`src/rtl/msb_first_bit_reader_core_defines.svh`:
```
// Assertion macros for the MSB-first bit reader.
// Included by the top level; expects aclk and aresetn in scope.
`ifndef MSB_FIRST_BIT_READER_CORE_DEFINES_SVH
`define MSB_FIRST_BIT_READER_CORE_DEFINES_SVH

// Property checked on every rising clock edge outside reset
`define MSBBR_ASSERT(lbl, prop, msg) \
    lbl: assert property (@(posedge aclk) disable iff (!aresetn) prop) else $error(msg);

// Implication checked on every rising clock edge outside reset
`define MSBBR_ASSERT_IMPL(lbl, ante, cons, msg) \
    lbl: assert property (@(posedge aclk) disable iff (!aresetn) (ante) |-> (cons)) \
        else $error(msg);

`endif

```
`src/rtl/msbbr_pkg.sv`:
```
// Shared constants, types and helpers for the MSB-first bit reader.
// No dependencies; used by msbbr_shift_merge and msb_first_bit_reader_core.
package msbbr_pkg;

    // Byte store size and derived widths
    localparam int STORE_DEPTH = 1024;
    localparam int ADDR_W      = $clog2(STORE_DEPTH);
    localparam int CNT_W       = ADDR_W + 1;

    // Input item kinds (s_tuser)
    localparam logic KIND_LOAD = 1'b0;
    localparam logic KIND_READ = 1'b1;

    // Largest read length in bits
    localparam logic [5:0] MAX_BITS = 6'd32;

    // Control of the shared shift-merge unit
    typedef struct packed {
        logic       clr;  // start from an empty accumulator
        logic [3:0] sh;   // left shift, 0..8
        logic [7:0] ins;  // bits merged into the low end
    } merge_ctl_t;

    // Mask of the low k bits of a byte, k = 0..8
    function automatic logic [7:0] low_mask(input logic [3:0] k);
        logic [7:0] m;
        m = 8'hff >> (4'd8 - k);
        return m;
    endfunction

endpackage

```
`src/rtl/msbbr_shift_merge.sv`:
```
// Shared shift-merge unit: shifts the value accumulator left and ORs in new bits.
// Depends on msbbr_pkg (merge_ctl_t).
module msbbr_shift_merge
    import msbbr_pkg::*;
(
    input  logic [31:0] val_in,
    input  merge_ctl_t  ctl,
    output logic [31:0] val_out
);

    logic [31:0] base;

    // Accumulator, or zero when cleared, shifted by up to one byte, new bits in the low end
    always_comb begin
        base    = ctl.clr ? 32'd0 : val_in;
        val_out = 32'(base << ctl.sh) | {24'd0, ctl.ins};
    end

endmodule

```
`config.mk`:
```
export PLATFORM = sky130hd
export DESIGN_NAME = msbbr_shift_merge
export DESIGN_NICKNAME = d
export VERILOG_FILES = /design/src/rtl/msb_first_bit_reader_core_defines.svh /design/src/rtl/msbbr_pkg.sv /design/src/rtl/msbbr_shift_merge.sv
export SDC_FILE = /design/constraint.sdc
export NUM_CORES = 1
export LEC_CHECK = 0
export BUFFER_PORTS_ARGS = -buffer_cell sky130_fd_sc_hd__clkbuf_2
export CAP_MARGIN = 20
export CORE_ASPECT_RATIO = 0.7
export CORE_MARGIN = 5
export CORE_UTILIZATION = 43
export DETAILED_ROUTE_END_ITERATION = 7
export GPL_TIMING_DRIVEN = 0
export PLACE_DENSITY = 0.82
export SLEW_MARGIN = 20
export SYNTH_ARGS = -nofsm -noshare
export SYNTH_HDL_FRONTEND = slang
export SYNTH_SLANG_ARGS = --single-unit
```
`constraint.sdc`:
```
create_clock -name vclk -period 1.4
set_input_delay 0.21 -clock vclk [all_inputs]
set_output_delay 0.21 -clock vclk [all_outputs]
set_load 0.03 [all_outputs]
```
==> results of run 1 <==
## metrics by stage
stage | std cells | hold slack, ps | util, % | cell area, um2
after global placement | 286 | 757 | 72.4 | 2230
after detailed placement | 286 | 759 | 72.4 | 2230
after floorplan | 174 | 531 | - | 1810
## kinds of logic after synthesis
group | after synthesis
AOI/OAI and AO/OA | 54
buffers and inverters | 18
muxes | 61
and+or+nand+nor | 41
==> flow_summary.yaml, run 1 <==
status:
  status: "did not finish"
  lastStage: "4_1_cts"
  error_message: "[ERROR DPL-0033] detailed placement checks failed during check placement."
synth:
  synth_mux_area_share_pct: 48.1
  yosysSeqAreaShare_pct: 0
  synth_compound_area_share_pct: 27.2
  ys_top_cells_by_area: "mux2i_1, a22oi_1, o22ai_1, nand2_1, nand3_1"
  synth-simple-area-share_pct: 15.8
  synth_xor_area_share_pct: 0
  mappedNetlistNets: 219
  synth_common_cells: "mux2i_1, a22oi_1, nand2_1, o22ai_1, nand3_1"
  yosys_warnings: 0
  yosysMostFrequentCell: "mux2i_1"
  mappedNetlistArea_um2: 1350
  synth_top_area_share_pct: 42.3
  synthCells: 174
  ys_types: 34
  yosysTopAreaCell: "mux2i_1"
  avgSynthCellArea_um2: 7.76
  synth_top_family_by_area: "multiplexers"
  synth_fa_ha_area_share_pct: 0
clock_tree:
  cts-resized-gates: 129
  cts_hold_buf: 0
  cts_setup_buffers: 9
placed_design:
  io_buffers: 74
  hpwlAfterDp_um: 4340
  place_ws_ps: -558
  place.gp.congestion: 0.940
floorplan:
  die_y_um: 56.9
  io_pins: 77
  rows: 17
  start_util_pct: 43.8
  dieWidth_um: 77.0
==> inputs of run 2 (changes only) <==
- CORE_ASPECT_RATIO: 0.7 -> unset
- CORE_UTILIZATION: 43 -> 30
- PLACE_DENSITY: 0.82 -> unset
- PLACE_DENSITY_LB_ADDON: unset -> 0.15
- clock period: 1.4 -> 1.8 ns (I/O delays scaled with it)
==> run 2 against run 1 <==
The flow now finishes, with violations (negative setup slack). Synthesized area did not move. Synthesized cell count did not move.
==> flow_summary.yaml, run 2 <==
status:
  violations: "negative setup slack"
  status: "finished, violations left"
floorplan:
  core-area_um2: 4350
  die_y_um: 77.1
  die_area_um2: 5940
  start_util_pct: 31.0
  rows: 24
  dieWidth_um: 77.1
  io_pins: 77
sta:
  post-route-period-util_pct: 100
  slew_headroom_pct: 62.3
  drv_slew: 0
  final-setup-viol-count: 1
  worstMarginPinSlew_ps: 562
  worst_slack_ps: -8.61
  hold_viol: 0
  clock.fmax_ghz: 0.553
  rsz0062_at_grt: "yes"
  hold_ws_ps: 851
  min_period_ps: 1810
routing:
  postRouteAntennaNets: 0
  routed_wl_um: 5550
  drt_iter0_drc: 81
  drtPass1Iterations: 4
  vias_per_cell: 5.70
  routedWlPerCell_um: 18.2
  drc: 0
  vias: 1740
grt:
  antenna_found_initial: 0
  grt_first_pass_wirelength_um: 8800
  grt_max_degree: 11
  track_usage_pct: 17.5
  first_global_vias: 1750
  grt_overflow: 0
critical_path:
  required_ps: 1530
  cp_cell_sequence: "buf_16 > buf_12 > mux2i_4 > buf_6 > mux2i_4 > a22oi_1 > o21ai_1 > buf_4"
  critPathLaunch: "ctl[9]"
  crit_fanout: 5
  worstSetupEndpointType: "output pin"
  cp-start-kind: "primary input"
  worstSetupPathType: "primary input to output pin"
  crit_arrival_ps: 1540
  cp_slowest_stage_delay_ps: 200
  cp_common_cell: "mux2i_4"
  critPathSlowestCell: "mux2i_4"
final_layout:
  multi_input_area_um2: 1600
  area_delta_synth_final_pct: 77.0
  nClkBuffers: 0
  nNetsFinal: 300
  antenna_cells: 0
  fin_cells: 305
  final_common_cell: "clkbuf_2"
  final_cell_mix: "clkbuf_2, mux2i_1, mux2i_4"
  drive_gt1_share_pct: 58.9
  register_area_um2: 0
  seq_cell_count: 0
  n_fill_cell: 409
min_path:
  hold_path_end: "val_out[7]"
  worst_hold_startpoint: "ctl[7]"
  whs_path_depth: 3
  hold_path_class: "primary input to output pin"
power_and_ir_drop:
  p_per_area_nw_per_um2: 365
  p_leak_uw: 0.00102
  vdd_drop_max_v: 0.000240
synth:
  synth_common_cells: "mux2i_1, a22oi_1, nand2_1, o22ai_1, nand3_1"
  avgSynthCellArea_um2: 7.76
  yosysTopAreaCell: "mux2i_1"
  synthCells: 174
  mappedNetlistArea_um2: 1350
  mappedNetlistNets: 219
  synth_top_area_share_pct: 42.3
  yosysSeqAreaShare_pct: 0
  ys_top_cells_by_area: "mux2i_1, a22oi_1, o22ai_1, nand2_1, nand3_1"
  ys_types: 34
  yosysMostFrequentCell: "mux2i_1"
  yosys_warnings: 0
placed_design:
  hpwlAfterDp_um: 4250
  place_inst: 300
  place.gp.congestion: 0.825
  place_ws_ps: -219
  io_buffers: 74
job:
  drv_cap: 0
clock_tree:
  cts_hold_buf: 0
-- run 2: cell counts after synthesis --
No cell type changed its count.
-- run 2: per-stage QoR --
| step | TNS (ps) | cell area, um2 | total power (uW) | util (%) |
|---|---|---|---|---|
| finish | -8.61 | 2390 | 871 | 54.9 |
| global route | -199 | 2390 | 928 | 54.9 |
| CTS | 0 | 2190 | 780 | 50.2 |
| detailed placement | -3090 | 1790 | 641 | 41.0 |
| global placement | -3600 | 1790 | 643 | 41.0 |
| floorplan | -380 | 1350 | 445 | - |
-- run 2: routing by layer --
layer / track usage (%) / share of wire [%]
met5: 0 / 0
met4: 0.859 / 0.54
met3: 2.11 / 6.6
met2: 29.2 / 48
met1: 25.2 / 45
-- run 2: timing repair --
item                       CTS  global route
gates cloned                 3             0
resized for setup           69            69
setup endpoints to repair   28            25
setup buffers                2             2
pin swaps                    3             9
-- run 2: worst max-delay path, delay by kind of cell --
family	cells	cell delay (ps)
AO/OA/AOI/OAI	2	290
multiplexers	2	400
buffers and inverters	4	590
-- run 2: logic make-up after synthesis --
family | after synthesis | synth area share (%)
muxes | 61 | 48.1
AOI/OAI and AO/OA | 54 | 27.2
and+or+nand+nor | 41 | 15.8
buffers and inverters | 18 | 8.90
-- run 2: area by class of cell --
| type | count | share of cell area (%) |
|---|---|---|
| Multi-Input combinational cell | 156 | 66.9 |
| Timing Repair Buffer | 81 | 22.6 |
| Buffer | 15 | 7.64 |
| Tap cell | 52 | 2.72 |
| Inverter | 1 | 0.157 |
-- run 2: how the worst max path moves through the flow --
| stage | endpoint | slack, ps | cells after the start |
|---|---|---|---|
| 2_1_floorplan | val_out[22] | -60 | 5 |
| 6_report | val_out[9] | -9 | 8 |
| 5_1_grt | val_out[13] | -50 | 8 |
| 3_3_place_gp | val_out[13] | -270 | 5 |
| 4_1_cts | val_out[15] | 8 | 7 |
| 3_5_place_dp | val_out[13] | -220 | 5 |
-- run 2: where the power goes --
part           internal (uW)  total (uW)  switching, uW
registers                  0           0              0
clock network              0           0              0
logic                    383         871            489
total                    383         871            489
(Power assumes the default switching activity.)
==> inputs of run 3 (changes only) <==
- BUFFER_PORTS_ARGS: -buffer_cell sky130_fd_sc_hd__clkbuf_2 -> -buffer_cell sky130_fd_sc_hd__buf_2
- REMOVE_ABC_BUFFERS: unset -> 1
==> run 3 against run 2 <==
The run now ends clean. Power down 18%. Sequential cell count unchanged. Maximum frequency is 2.8% higher. Global-route usage is 1.8 points lower. Non-clock buffer count shrank 8. Critical path depth shrank 2. Count of clock-buffer cells in the layout did not move. Cell count decreased by 2.6%. Core utilization is 8.7 points lower. First-iteration DRC count is 4.9% higher. Hold slack better by 14 ps. Largest cell class unchanged.
==> flow_summary.yaml, run 3 (synthesized netlist as in run 2, its figures left out) <==
grt:
  busiest_layer: "met2"
  grt_first_pass_wirelength_um: 8050
  first_global_vias: 1561
  track_usage_pct: 15.8
  met3_usage_pct: 1.87
  grt_overflow: 0
  grtUsageMet2_pct: 25.1
  gr-usage-met1_pct: 23.9
  antenna_found_initial: 0
  grt_max_degree: 25
critical_path:
  cp_common_cell: "mux2i_4"
  cp_cell_sequence: "buf_16 > mux2i_4 > mux2i_4 > a22o_1 > a221o_1 > buf_4"
  crit_arrival_ps: 1490
  worstSetupPathType: "primary input to output pin"
  worstSetupEndpointType: "output pin"
  crit_fanout: 9
  cp-start-kind: "primary input"
  critPathSlowestCell: "a221o_1"
  cp_slowest_stage_delay_ps: 290
  required_ps: 1530
power_and_ir_drop:
  power.total_uw: 717
  p_per_area_nw_per_um2: 356
  vdd_drop_max_v: 0.000169
  p_leak_uw: 0.000979
final_layout:
  nClkBuffers: 0
  drive_gt1_share_pct: 47.3
  antenna_cells: 0
  final_cell_mix: "buf_2, mux2i_1, a22oi_1, nand2_1, buf_4"
  seq_cell_count: 0
  fin_cells: 297
  n_fill_cell: 455
  stdcell_area_um2: 2010
  register_area_um2: 0
  final_common_cell: "buf_2"
  nNetsFinal: 292
  multi_input_area_um2: 1340
  final_util_pct: 46.2
  area_delta_synth_final_pct: 49.0
floorplan:
  core-area_um2: 4350
  die_y_um: 77.1
  start_util_pct: 31.0
  die_area_um2: 5940
  dieWidth_um: 77.1
  rows: 24
  io_pins: 77
placed_design:
  place.gp.congestion: 0.838
  io_buffers: 77
  place_ws_ps: -724
  hpwlAfterDp_um: 3870
  dpl-instance-area_um2: 1680
  place_inst: 286
routing:
  postRouteAntennaNets: 0
  drc: 0
  vias_per_cell: 5.62
  drtPass1Iterations: 4
  drt_iter0_drc: 85
  vias: 1670
  routedWlPerCell_um: 17.9
  routed_wl_um: 5300
min_path:
  hold_path_class: "primary input to output pin"
  whs_path_depth: 3
sta:
  post-route-period-util_pct: 97.8
  slew_headroom_pct: 73.4
  rsz0062_at_grt: "yes"
  drv_slew: 0
  worst_slack_ps: 39.8
  min_period_ps: 1760
  final-setup-viol-count: 0
  worstMarginPinSlew_ps: 388
  clock.fmax_ghz: 0.568
  hold_viol: 0
job:
  drv_cap: 0
clock_tree:
  cts_hold_buf: 0
status:
  status: "complete, no violations"
run 3: cell types whose count changed in the layout (fill, tap and decap cells not counted), moves of 4 or more:
cell	delta
buf_2	+64
clkbuf_2	-56
mux2i_1	+25
mux2i_4	-16
mux2i_2	-9
o21ai_0	+6
buf_6	-5
clkbuf_4	-5
o21ai_1	-5
buf_12	-4
run 3: worst paths after layout:
check / startpoint / endpoint / slack [ps]
hold / removal: ctl[4] / val_out[4] / 870
setup / recovery: ctl[9] / val_out[12] / 40
run 3: metal layers:
metal  up-vias  share of wire, %
met5         -                 0
met3         0               6.1
li1        834                 -
met1       769                48
met2        67                46
met4         0                 0
run 3: area by class of cell:
class	count	area share, %
Timing Repair Buffer	88	29.8
Multi-Input combinational cell	156	66.8
Tap cell	52	3.23
Inverter	1	0.187
run 3: critical path: cells and delay by family:
family                 cells  cell delay [ps]
buffers and inverters      2              300
muxes                      2              380
AOI/OAI and AO/OA          2              530
run 3: power breakdown:
part,switching [uW],leakage [uW],internal (uW)
Clock,0,0,0
Combinational,425,0.000979,292
Sequential,0,0,0
Total,425,0.000979,292
run 3: stage by stage:
| step | hold WS [ps] | TNS [ps] |
|---|---|---|
| final | 865 | 0 |
| after global routing | 886 | -16.9 |
| after CTS | 867 | -9.15 |
| after detailed placement | 864 | -17060 |
| after global placement | 865 | -17040 |
| after floorplan | 741 | 0 |
run 3: what timing repair did:
action	in CTS	in global routing
gates cloned	2	1
pin swaps	0	2
setup endpoints to repair	32	26
gates resized for setup	21	27
buffers inserted	0	8
endpoints found under the hold margin	0	0
==> inputs of run 4 (changes only) <==
- CELL_PAD_IN_SITES_DETAIL_PLACEMENT: unset -> 0
- CELL_PAD_IN_SITES_GLOBAL_PLACEMENT: unset -> 1
- GPL_TIMING_DRIVEN: 0 -> 1
==> run 4 against run 3 <==
Cell area increased by 18%. Power grew 18%. The run now ends with negative setup slack left. Count of clock-buffer cells in the layout unchanged.
==> flow_summary.yaml, run 4 (synthesized netlist as in run 2, its figures left out) <==
min_path:
  worst_hold_startpoint: "ctl[6]"
  hold_path_end: "val_out[6]"
  whs_path_depth: 3
  hold_path_class: "primary input to output pin"
sta:
  final-setup-viol-count: 7
  slew_headroom_pct: 78.4
  min_period_ps: 1840
  final.setup.tns_ps: -148
  worstMarginPinSlew_ps: 315
  rsz0062_at_grt: "yes"
  clock.fmax_ghz: 0.542
  hold_ws_ps: 845
  worst_slack_ps: -44.5
  hold_viol: 0
  drv_slew: 0
  post-route-period-util_pct: 102
final_layout:
  n_fill_cell: 434
  nClkBuffers: 0
  seq_cell_count: 0
  final_cell_mix: "buf_2, buf_4, mux2i_1, mux2i_2"
  final_common_cell: "buf_2"
  drive_gt1_share_pct: 56.9
  nNetsFinal: 323
  stdcell_area_um2: 2370
  multi_input_area_um2: 1410
  area_delta_synth_final_pct: 75.5
  antenna_cells: 0
  final_util_pct: 54.4
  register_area_um2: 0
routing:
  vias: 1785
  postRouteAntennaNets: 0
  drt_iter0_drc: 101
  vias_per_cell: 5.44
  routedWlPerCell_um: 16.7
  drc: 0
  drtPass1Iterations: 4
  routed_wl_um: 5470
floorplan:
  dieWidth_um: 77.1
  io_pins: 77
  rows: 24
  core-area_um2: 4350
  start_util_pct: 31.0
  die_y_um: 77.1
  die_area_um2: 5940
grt:
  antenna_found_initial: 0
  grt_first_pass_wirelength_um: 8800
  grt_max_degree: 17
  first_global_vias: 1842
  grt_overflow: 0
  track_usage_pct: 17.1
job:
  drv_cap: 0
power_and_ir_drop:
  vdd_drop_max_v: 0.000187
  power.total_uw: 844
  p_leak_uw: 0.00113
  p_per_area_nw_per_um2: 356
status:
  violations: "negative setup slack"
  status: "finished, violations left"
critical_path:
  crit_arrival_ps: 1570
  crit_fanout: 8
  required_ps: 1530
  cp-start-kind: "primary input"
  worstSetupPathType: "primary input to output pin"
  worstSetupEndpointType: "output pin"
placed_design:
  hpwlAfterDp_um: 4370
  place.gp.congestion: 0.823
  dpl-instance-area_um2: 1990
  io_buffers: 77
clock_tree:
  cts_hold_buf: 0
run 4: stage by stage:
stage	setup WS, ps	instances
after floorplan	124	157
final	-44.5	328
after CTS	-67.8	328
after detailed placement	-160	324
after global placement	-144	324
after global routing	-98.6	328
run 4: metal layers:
layer | up-vias | track usage (%) | wire [um]
met5 | - | 0 | 0
met4 | 0 | 0.344 | 10
met3 | 2 | 1.99 | 300
met2 | 47 | 28.2 | 2530
met1 | 834 | 25.1 | 2630
li1 | 902 | - | -
run 4: area by class of cell:
class / count / share of cell area, %
Multi-Input combinational cell: 156 / 59.4
Timing Repair Buffer: 119 / 37.7
Tap cell: 52 / 2.75
Inverter: 1 / 0.158
run 4: where the power goes:
group	total, uW	switching, uW	leakage, uW	internal [uW]
registers	0	0	0	0
logic	844	458	0.00113	386
clock network	0	0	0	0
total	844	458	0.00113	386
run 4: worst max-delay path by stage:
| stage | start | endpoint | slack, ps | cells past startpoint |
|---|---|---|---|---|
| 6_report | ctl[9] | val_out[12] | -40 | 7 |
| 4_1_cts | ctl[9] | val_out[14] | -70 | 9 |
| 3_5_place_dp | ctl[9] | val_out[10] | -160 | 9 |
| 2_1_floorplan | ctl[11] | val_out[31] | 120 | 4 |
| 3_3_place_gp | ctl[9] | val_out[10] | -140 | 9 |
| 5_1_grt | ctl[9] | val_out[14] | -100 | 9 |
run 4: worst max-delay path, cell delays in order:
cell	delay (ps)
buf_12	90
buf_12	140
mux2i_4	250
mux2i_2	120
a22o_1	240
a221o_1	310
buf_6	140
run 4: repair_timing:
action                     4_1_cts  5_1_grt
setup endpoints to repair       29       29
gates cloned                     1        0
resized for setup               56       40
setup buffers                    3        0
pin swaps                       11       15
